<file path="src/hw/rtl/gbs_pkg.sv">
// ----------------------------------------------------------------------------
// gbs_pkg: shared types and constants for the GF(2) greedy basis selector
// Holds the sequencer states, register indexes and fixed field widths.
// ----------------------------------------------------------------------------
package gbs_pkg;

  // Fixed field widths
  localparam int unsigned VecW  = 64;  // operator vector
  localparam int unsigned CntW  = 7;   // basis size and register values
  localparam int unsigned SeqW  = 16;  // saturating item index
  localparam int unsigned CfgIdxW = 2;
  localparam int unsigned OutW  = 32;  // result tdata, padded to whole bytes

  // Register indexes on the write port
  localparam logic [CfgIdxW-1:0] CFG_NUM_VARS  = 2'd0;
  localparam logic [CfgIdxW-1:0] CFG_MAX_BASIS = 2'd1;

  localparam logic [CntW-1:0] CFG_RESET_VAL = 7'd64;
  localparam logic [SeqW-1:0] SEQ_MAX       = 16'hFFFF;

  typedef enum logic [1:0] {
    S_IDLE,
    S_SCAN,
    S_DONE
  } state_e;

endpackage

</file>
<file path="src/hw/rtl/gf2_greedy_basis_select.sv">
// ----------------------------------------------------------------------------
// gf2_greedy_basis_select: greedy selection of independent vectors over GF(2)
// Reduces each masked vector against pivots kept by leading bit and stores the
// remainder as a new pivot when it is nonzero, until the basis is full.
// ----------------------------------------------------------------------------
//
//  Channel   | Direction | Handshake           | Payload
//  ----------+-----------+---------------------+-------------------------------
//  s_axis    | in        | tvalid / tready     | tdata: vector_bits; tuser: first
//  m_axis    | out       | tvalid / tready     | tdata: accepted, basis_size,
//            |           |                     |        item_index, complete
//  cfg       | in        | cfg_we_i            | cfg_idx_i, cfg_wdata_i
//
//  An item that is reduced is scanned against the pivot slots one at a time,
//  from the top slot down, as the pivot memory has a single read port; the
//  sequencer then loads the result register and returns to idle. An item that
//  arrives with the basis full skips the scan and goes straight to the result.
//  Reset clears the valid bits in flip-flops at once; no clearing pass.
//  A stalled result holds in the output register; the next item is accepted
//  meanwhile, and its result waits in the sequencer until the register frees.
//
module gf2_greedy_basis_select #(
  parameter int unsigned MAX_VARS = 64
) (
  input  logic                         clk_i,
  input  logic                         rst_ni,
  // input items
  input  logic                         s_axis_tvalid_i,
  output logic                         s_axis_tready_o,
  input  logic [gbs_pkg::VecW-1:0]     s_axis_tdata_i,   // [63:0] vector_bits
  input  logic [0:0]                   s_axis_tuser_i,   // [0] first
  // result items
  output logic                         m_axis_tvalid_o,
  input  logic                         m_axis_tready_i,
  output logic [gbs_pkg::OutW-1:0]     m_axis_tdata_o,   // [0] accepted, [7:1] basis_size,
                                                         // [23:8] item_index, [24] complete
  // configuration writes
  input  logic                         cfg_we_i,
  input  logic [gbs_pkg::CfgIdxW-1:0]  cfg_idx_i,
  input  logic [gbs_pkg::CntW-1:0]     cfg_wdata_i
);

  import gbs_pkg::*;

  localparam int unsigned PosW = (MAX_VARS > 1) ? $clog2(MAX_VARS) : 1;
  localparam logic [PosW-1:0] PosTop = PosW'(MAX_VARS - 1);
  localparam logic [CntW-1:0] VarsMax = CntW'(MAX_VARS);

  // --------------------------------------------------------------------------
  // State
  // --------------------------------------------------------------------------
  state_e                state_q, state_d;
  logic [CntW-1:0]       num_vars_q, max_basis_q;
  logic [MAX_VARS-1:0]   valid_q;
  logic [CntW-1:0]       basis_q;
  logic [SeqW-1:0]       seq_q;

  logic [MAX_VARS-1:0]   vec_q, vec_d;
  logic [PosW-1:0]       pos_q;
  logic                  found_q, found_d;
  logic [PosW-1:0]       lead_q, lead_d;
  logic                  acc_q;
  logic [SeqW-1:0]       idx_q;

  logic                  m_valid_q;
  logic [OutW-1:0]       m_data_q;

  // pivot memory, one entry per leading bit
  logic [MAX_VARS-1:0]   pivot_mem [MAX_VARS];
  logic [MAX_VARS-1:0]   rd_data_q;
  logic [PosW-1:0]       rd_addr;

  // --------------------------------------------------------------------------
  // Effective limits and input mask
  // --------------------------------------------------------------------------
  logic [CntW-1:0]       eff_vars, limit;
  logic [MAX_VARS-1:0]   mask;

  assign eff_vars = (num_vars_q > VarsMax) ? VarsMax : num_vars_q;
  assign limit    = (max_basis_q < eff_vars) ? max_basis_q : eff_vars;

  always_comb begin
    for (int i = 0; i < MAX_VARS; i++) begin
      mask[i] = (CntW'(i) < eff_vars);
    end
  end

  // Starting state for an accepted item: a first item clears the basis
  logic                  in_first;
  logic [CntW-1:0]       basis_base;
  logic [SeqW-1:0]       seq_base;
  logic                  room;

  assign in_first   = s_axis_tuser_i[0];
  assign basis_base = in_first ? '0 : basis_q;
  assign seq_base   = in_first ? '0 : seq_q;
  assign room       = (basis_base < limit);

  // --------------------------------------------------------------------------
  // Reduction step: pivot for bit pos_q arrived from the memory last cycle.
  // A pivot only touches bits at or below its leading bit, so bit pos_q is
  // final after this step; it survives exactly when no pivot owns it.
  // --------------------------------------------------------------------------
  logic hit, keep, last_step;

  assign hit       = vec_q[pos_q] & valid_q[pos_q];
  assign keep      = vec_q[pos_q] & ~valid_q[pos_q];
  assign last_step = (pos_q == '0);

  always_comb begin
    vec_d   = hit ? (vec_q ^ rd_data_q) : vec_q;
    found_d = found_q | keep;
    lead_d  = (keep && !found_q) ? pos_q : lead_q;
  end

  // --------------------------------------------------------------------------
  // Sequencer: next state
  // --------------------------------------------------------------------------
  logic in_fire, out_free;

  assign out_free = !m_valid_q || m_axis_tready_i;

  always_comb begin
    state_d = state_q;
    case (state_q)
      S_IDLE: begin
        if (s_axis_tvalid_i) begin
          state_d = room ? S_SCAN : S_DONE;
        end
      end
      S_SCAN: begin
        if (last_step) begin
          state_d = S_DONE;
        end
      end
      S_DONE: begin
        if (out_free) begin
          state_d = S_IDLE;
        end
      end
      default: state_d = S_IDLE;
    endcase
  end

  // --------------------------------------------------------------------------
  // Sequencer: outputs
  // --------------------------------------------------------------------------
  logic load_out, commit;

  always_comb begin
    s_axis_tready_o = 1'b0;
    load_out        = 1'b0;
    commit          = 1'b0;
    rd_addr         = PosTop;
    case (state_q)
      S_IDLE: begin
        s_axis_tready_o = 1'b1;
      end
      S_SCAN: begin
        // fetch the next lower pivot while this one is applied
        rd_addr = pos_q - PosW'(1);
        commit  = last_step && found_d;
      end
      S_DONE: begin
        load_out = out_free;
      end
      default: ;
    endcase
  end

  assign in_fire = s_axis_tvalid_i && s_axis_tready_o;

  // --------------------------------------------------------------------------
  // Control registers
  // --------------------------------------------------------------------------
  always_ff @(posedge clk_i or negedge rst_ni) begin
    if (!rst_ni) begin
      state_q     <= S_IDLE;
      num_vars_q  <= CFG_RESET_VAL;
      max_basis_q <= CFG_RESET_VAL;
      valid_q     <= '0;
      basis_q     <= '0;
      seq_q       <= '0;
      m_valid_q   <= 1'b0;
    end else begin
      state_q <= state_d;

      if (cfg_we_i) begin
        case (cfg_idx_i)
          CFG_NUM_VARS:  num_vars_q  <= cfg_wdata_i;
          CFG_MAX_BASIS: max_basis_q <= cfg_wdata_i;
          default: ;  // drop writes to unknown indexes
        endcase
      end

      if (in_fire) begin
        if (in_first) begin
          valid_q <= '0;
          basis_q <= '0;
        end
        seq_q <= (seq_base != SEQ_MAX) ? seq_base + SeqW'(1) : seq_base;
      end

      if (commit) begin
        valid_q[lead_d] <= 1'b1;
        basis_q         <= basis_q + CntW'(1);
      end

      if (load_out) begin
        m_valid_q <= 1'b1;
      end else if (m_axis_tready_i) begin
        m_valid_q <= 1'b0;
      end
    end
  end

  // --------------------------------------------------------------------------
  // Datapath registers
  // --------------------------------------------------------------------------
  always_ff @(posedge clk_i) begin
    if (in_fire) begin
      vec_q   <= s_axis_tdata_i[MAX_VARS-1:0] & mask;
      pos_q   <= PosTop;
      found_q <= 1'b0;
      lead_q  <= '0;
      acc_q   <= 1'b0;
      idx_q   <= seq_base;
    end else if (state_q == S_SCAN) begin
      vec_q   <= vec_d;
      pos_q   <= pos_q - PosW'(1);
      found_q <= found_d;
      lead_q  <= lead_d;
      if (commit) begin
        acc_q <= 1'b1;
      end
    end

    if (load_out) begin
      m_data_q <= {(OutW - 25)'(0), (basis_q >= limit), idx_q, basis_q, acc_q};
    end
  end

  // pivot memory: one write, one registered read
  always_ff @(posedge clk_i) begin
    if (commit) begin
      pivot_mem[lead_d] <= vec_d;
    end
    rd_data_q <= pivot_mem[rd_addr];
  end

  assign m_axis_tvalid_o = m_valid_q;
  assign m_axis_tdata_o  = m_data_q;

  // --------------------------------------------------------------------------
  // Assertions
  // --------------------------------------------------------------------------
  // the basis size always matches the number of occupied pivot slots
  a_count_matches_valid: assert property (@(posedge clk_i) disable iff (!rst_ni)
    $countones(valid_q) == basis_q)
    else $error("basis count differs from occupied pivot slots");

  // an accepted item leaves idle before the next one can be taken
  a_busy_after_accept: assert property (@(posedge clk_i) disable iff (!rst_ni)
    in_fire |=> !s_axis_tready_o)
    else $error("input ready straight after an accepted item");

  // a result that reports acceptance has a nonempty basis
  a_accept_nonempty: assert property (@(posedge clk_i) disable iff (!rst_ni)
    (m_axis_tvalid_o && m_axis_tdata_o[0]) |-> (m_axis_tdata_o[7:1] != '0))
    else $error("accepted result with empty basis");

endmodule

</file>
<file path="config.mk">
export PLATFORM = sky130hd
export DESIGN_NAME = gf2_greedy_basis_select
export DESIGN_NICKNAME = d
export VERILOG_FILES = /design/src/hw/rtl/gbs_pkg.sv /design/src/hw/rtl/gf2_greedy_basis_select.sv
export SDC_FILE = /design/constraint.sdc
export NUM_CORES = 2
export LEC_CHECK = 0
export BUFFER_PORTS_ARGS = -buffer_cell sky130_fd_sc_hd__buf_2
export CAP_MARGIN = 20
export CELL_PAD_IN_SITES_DETAIL_PLACEMENT = 0
export CELL_PAD_IN_SITES_GLOBAL_PLACEMENT = 1
export CORE_UTILIZATION = 50
export DETAILED_ROUTE_END_ITERATION = 12
export HOLD_SLACK_MARGIN = 0.08
export PLACE_DENSITY = 0.74
export SYNTH_ARGS = -nofsm -noshare
export SYNTH_HDL_FRONTEND = slang
export SYNTH_SLANG_ARGS = --single-unit
</file>
<file path="constraint.sdc">
create_clock -name clk_i -period 6 [get_ports clk_i]
set_input_delay 0.3 -clock clk_i [delete_from_list [all_inputs] [get_ports clk_i]]
set_output_delay 0.3 -clock clk_i [all_outputs]
set_load 0.05 [all_outputs]
</file>
; ---- Word level (Yosys, flattened, before mapping)
; Memories as Yosys holds them, arrays and structs flattened. A register that Yosys moved wholly into a read port is not among the register bits.
; Index checks and enable logic that the tools add are counted.
; Widths: inputs -> output; s select.
[word_totals]
ff_bits = 223
ram_bits = 4096
mem_count = 1
[mem_list]
columns = name, depth, width, rd, rd_ports_with_merged_regs, write_ports, line
row1 = pivot_mem, 64, 64, 1, 1, 1, gf2_greedy_basis_select.sv:69  ; logic [MAX_VARS-1:0] pivot_mem [MAX_VARS];
[op_classes]
n_addsub = 3
n_lt_le_gt_ge = 71
n_eq_ne = 7
muxes = 33
bitwise = 7
n_reduce_logical = 17
[op_table]
columns = op, n
row1 = $mux 64, 6
row2 = $lt 6x7->1 const A, 32
row3 = $lt 5x7->1 const A, 16
row4 = $and 64x64->64, 1
row5 = $or 64x64->64, 1
row6 = $xor 64x64->64, 1
row7 = $lt 4x7->1 const A, 8
row8 = $mux 7, 5
row9 = $mux 16, 2
row10 = $lt 3x7->1 const A, 4
row11 = $add 16x1->16 const B, 1
row12 = $ne 16x16->1 const B, 1
row13 = $lt 1x7->1 const A, 2
row14 = $lt 2x7->1 const A, 2
row15 = $lt 6x7->1 const B, 2
row16 = $lt 7x7->1, 2
row17 = $bmux 1 s6, 2
row18 = $mux 6, 2
row19 = $mux 1, 10
row20 = $mux 2, 4
row21 = $add 7x1->7 const B, 1
row22 = $ge 7x7->1, 1
row23 = $gt 7x7->1 const B, 1
row24 = $demux 1 s6, 1
row25 = 17 further kinds, 30

; ---- Logic depth before layout (Yosys ltp)
[depth]
depth_word = 12
depth_mapped = 21

; ---- Least setup slack after synthesis
; Ideal clock, no wire load.
[synth_path]
path_type = reg-to-reg
startpoint = reg pos_q[0]
endpoint = mem pivot_mem[3][0] (enable)
arrival_ns = 6.077
setup_slack_ns = -0.564
path_stages_with_launch = 17
n_path_buf = 8
synth_period_minus_slack_ns = 6.564
cell_sequence = dfxtp_1 > buf_6 > buf_6 > clkinv_1 > buf_2 > clkbuf_1 > clkbuf_1 > clkbuf_1 > ha_1 > nor4b_1 > and2_1 > clkbuf_1 > nand3_1 > nor3b_1 > a41oi_4 > buf_6 > nor2_1
[synth_via]
elab_chain_len = 9
word_cells_on_any_way = 14
[synth_lines]
columns = item, line
row1 = from (decl), gf2_greedy_basis_select.sv:59  ; logic [PosW-1:0] pos_q;
row2 = from (signal assigned), gf2_greedy_basis_select.sv:223  ; pos_q <= PosTop;
row3 = from (signal assigned), gf2_greedy_basis_select.sv:230  ; pos_q <= pos_q - PosW'(1);
row4 = $bmux 1 s6, gf2_greedy_basis_select.sv:107  ; assign keep = vec_q[pos_q] & ~valid_q[pos_q];
row5 = $mux 1 (not written as such), gf2_greedy_basis_select.sv:107
row6 = $not 1->1, gf2_greedy_basis_select.sv:107
row7 = $and 1x1->1, gf2_greedy_basis_select.sv:107
row8 = $or 1x1->1, gf2_greedy_basis_select.sv:112  ; found_d = found_q | keep;
row9 = $logic_and 1x1->1, gf2_greedy_basis_select.sv:162  ; commit = last_step && found_d;
row10 = $mux 1, gf2_greedy_basis_select.sv:155  ; case (state_q)
row11 = $mux 1, gf2_greedy_basis_select.sv:245  ; if (commit) begin
row12 = $mux 1 (not written as such), gf2_greedy_basis_select.sv:246  ; pivot_mem[lead_d] <= vec_d;
row13 = to (decl), gf2_greedy_basis_select.sv:69
; Several ways; a longest one is shown, not always the timed one. The select of a mux whose other input is x is not followed.

; ---- Final worst setup path
[layout_path]
startpoint = reg pos_q[2]
endpoint = mem pivot_mem[56][53] (enable)
; The elaborated chain is that of the path after synthesis.

==> results.py <==
metrics = {
    "outcome": {
        "outcome": "finished clean",
    },
    "synth": {
        "synth.area.top_cells": "sky130_fd_sc_hd__edfxtp_1 (75%), sky130_fd_sc_hd__mux4_2 (9.9%), sky130_fd_sc_hd__o221ai_1 (2.5%)",
        "synthCells": 8693,
        "synth_sequential_area_ratio": 0.771,
        "async_reset_ff_frac": 0.0237,
        "postSynthAreaPerCell_um2": 19.4,
        "synthDistinctLibCells": 82,
        "synth_ff_type": "sky130_fd_sc_hd__edfxtp_1",
        "syn_area_um2": 169000,
        "synth_area_leader": "sky130_fd_sc_hd__edfxtp_1",
        "yosysWarnings": 0,
        "synth_top_cell_area_share": 0.747,
        "number_of_enable_flip_flop_cells_after_synthesis": 4201,
        "synth_seq_cells": 4383,
    },
    "place": {
        "dp_hpwl_mm": 260,
        "dp_worst_setup_slack_ns": 0.667,
        "port_buffers": 105,
        "gp_weighted_congestion": 0.920,
        "placement.cell_area_um2": 178000,
    },
    "worst_setup_path": {
        "kind_of_start_point_of_the_critical_path": "register",
        "ff2ff_path_depth": 11,
        "critical_path.max_fanout": 55,
        "r2r-start": "pos_q[2]",
        "worst_setup_path_end_kind": "register",
        "r2r_setup_slack_ns": 0.65,
        "worstPathRequired_ns": 6.63,
        "critical_path_arrival_ns": 5.98,
        "crit-reg2reg-capture": "pivot_mem[56][53]",
        "worst_setup_path_category": "reg -> reg",
    },
    "worst_hold_path": {
        "worst_hold_path.endpoint": "num_vars_q[5]",
        "hp-start": "cfg_wdata_i[5]",
        "timing.hold.worst_path_depth": 3,
        "min_delay_worst_type": "in -> reg",
    },
    "final_layout": {
        "postLayoutCellArea_um2": 193000,
        "finalNetCount": 9175,
        "layout_common_cells": "sky130_fd_sc_hd__edfxtp_1 (4201), sky130_fd_sc_hd__mux4_2 (743), sky130_fd_sc_hd__o21ai_0 (532)",
        "share_of_layout_cells_above_drive_strength_1": 0.218,
        "layout.filler_cells": 24637,
        "leading_cell_type_in_the_layout_fill_and_taps_excluded": "sky130_fd_sc_hd__edfxtp_1",
        "area_growth_syn_to_layout_pct": 14.0,
    },
    "floorplan": {
        "top_level_ports": 113,
        "floorplan.rows": 213,
        "core_area_um2": 336000,
        "die_x_um": 583,
        "design.die.area_um2": 340000,
        "initial_core_utilization": 0.502,
        "floorplan.die.height_um": 583,
    },
    "cts": {
        "cts-root-to-sink-buffers": 4,
        "worstSkewPairLatency_ns": 1.01,
        "cts_made_buffers": 432,
        "clkTransAtPathRegs_ns": 0.07,
        "root_buffer": "sky130_fd_sc_hd__clkbuf_16",
        "cts_setup_buffers": 0,
        "h-tree-depth": 5,
        "clkSinkCount": 4383,
        "cts_tree": "done",
    },
    "power": {
        "power_dens_cells_nw_per_um2": 528,
        "power.ir.vdd_worst_mv": 0.538,
        "power.leakage_nw": 61.0,
        "post-layout-total-power_w": 0.102,
    },
    "routing": {
        "drt-wirelength-per-cell_um": 34.0,
        "drt_first_pass_iters": 6,
        "vias": 92180,
        "avgViaCountPerCell": 6.60,
        "drt_first_iter_violations": 13015,
        "drc": 0,
        "antenna_left": 0,
        "wirelength_mm": 475,
    },
    "global_route": {
        "globalRoute.totalOverflow": 0,
        "global_route_usage_sum": 0.277,
        "first_pass_grt_wire_length_mm": 669,
        "antenna_found_initial": 15,
        "first_global_vias": 90450,
        "maximum_number_of_pins_on_one_net_before_global_route_repair": 149,
    },
    "sta": {
        "final-hold-violation-count": 0,
        "layout_worst_path_cycle_share": 0.892,
        "worst_slew_pin_slew_ns": 1.27,
        "report.final.slew_viol_count": 0,
        "min_period_ns": 5.35,
        "unrepaired_setup_endpoints_after_global_routing": "no",
        "setup_ws_ns": 0.646,
        "max-slew-margin-rel": 0.155,
        "setup_viol": 0,
        "achievable-frequency_mhz": 187,
        "finalClockSkew_ns": 0.0731,
    },
    "flow_run": {
        "cap_viol_max_count": 0,
    },
}
## registers in the layout (all words and copies together), names as in the netlist
| name | count |
|---|---|
| vec_q | 64 |
| seq_q | 16 |
| num_vars_q | 7 |
| idx_q | 16 |
| rd_data_q | 64 |
| state_q | 2 |
| m_axis_tdata_o | 25 |
| lead_q | 6 |
| found_q | 1 |
| pivot_mem | 4096 |
| acc_q | 1 |
| pos_q | 6 |
| m_axis_tvalid_o | 1 |
| valid_q | 64 |
| basis_q | 7 |
| max_basis_q | 7 |
## cell families (layout without fill, tap and decap cells)
logic type / count (synthesis) / in the layout / synth area share
other: 1 / 18 / 0.0000222
adder cells (fa/ha/maj): 22 / 22 / 0.00158
AND/OR/NAND/NOR: 796 / 796 / 0.0220
buffers and inverters: 662 / 1412 / 0.0179
flip-flops: 4383 / 4383 / 0.771
AO/OA/AOI/OAI: 1923 / 1923 / 0.0779
XOR/XNOR: 82 / 82 / 0.00425
multiplexers: 824 / 824 / 0.105
## critical path, stage by stage (launching register included)
cell                        delay, ns
sky130_fd_sc_hd__dfxtp_2         1.04
sky130_fd_sc_hd__buf_4           0.37
sky130_fd_sc_hd__mux4_2          0.38
sky130_fd_sc_hd__a22o_1          0.24
sky130_fd_sc_hd__o21ai_2         0.12
sky130_fd_sc_hd__o2111ai_2       0.18
sky130_fd_sc_hd__a211oi_4        0.87
sky130_fd_sc_hd__buf_4           0.38
sky130_fd_sc_hd__or3b_4          0.25
sky130_fd_sc_hd__and2_1          0.69
sky130_fd_sc_hd__nor2_4          0.10
sky130_fd_sc_hd__buf_12          0.29
## area by class of cell
| type | count | area [µm²] | area share |
|---|---|---|---|
| antenna | 11 | 27.5 | 0.000143 |
| clock buffer | 561 | 11600 | 0.0600 |
| clock inverter | 245 | 2450 | 0.0127 |
| inverter | 17 | 71.3 | 0.000370 |
| multi-input combinational | 3654 | 36600 | 0.190 |
| sequential | 4383 | 130000 | 0.676 |
| tap | 4515 | 5650 | 0.0293 |
| timing repair buffer | 589 | 5960 | 0.0309 |
## how the worst max path moves through the flow
stage	start	endpoint	cells after the start
detailed placement	pos_q[0]	pivot_mem[0][46]	9
global route	pos_q[0]	pivot_mem[56][21]	10
CTS	pos_q[0]	pivot_mem[0][31]	9
finish	pos_q[2]	pivot_mem[56][53]	11
global placement	pos_q[0]	pivot_mem[0][42]	9
floorplan	pos_q[0]	pivot_mem[3][0]	16
## power by group
group	internal (W)	leakage, nW	switching [W]	total, W
clock	0.0152	6.82	0.0116	0.0268
sequential	0.0407	40.0	0.000916	0.0416
combinational	0.0120	14.2	0.0215	0.0335
## stage by stage
| stage | TNS, ns | instances | utilization | hold slack (ns) |
|---|---|---|---|---|
| final | 0 | 13975 | 0.573 | 0.178 |
| after global placement | 0 | 13070 | 0.528 | 0.246 |
| after CTS | 0 | 13960 | 0.573 | 0.115 |
| after floorplan | -1258.29 | 8699 | - | 0.00441 |
| after detailed placement | 0 | 13070 | 0.528 | 0.252 |
| after global routing | 0 | 13968 | 0.573 | 0.164 |
## metal layers
| metal | routed length (µm) | vias to the layer above | GRT usage |
|---|---|---|---|
| met1 | 184000 | 48607 | 0.390 |
| met2 | 219000 | 5379 | 0.424 |
| met4 | 20400 | 8 | 0.110 |
| li1 | - | 37331 | - |
| met5 | 54 | - | 0 |
| met3 | 51400 | 855 | 0.0600 |
## synth_stat cells, drive strengths merged, types with 76 or more instances
cell type and instances:
mux4 752, dfrtp 102, edfxtp 4201, nor2 102
a211oi 102, clkbuf 358, o22ai 488, a31oi 76
o221ai 486, o21ai 554, nand2 441, dfxtp 78
buf 287
## what timing repair did
action / in CTS / in global routing
hold buffers: 84 / 0
resized for setup: 0 / 0
setup endpoints to repair: 0 / 0
endpoints found under the hold margin: 207 / 0
Note: power is estimated with default switching activity, not from simulation.
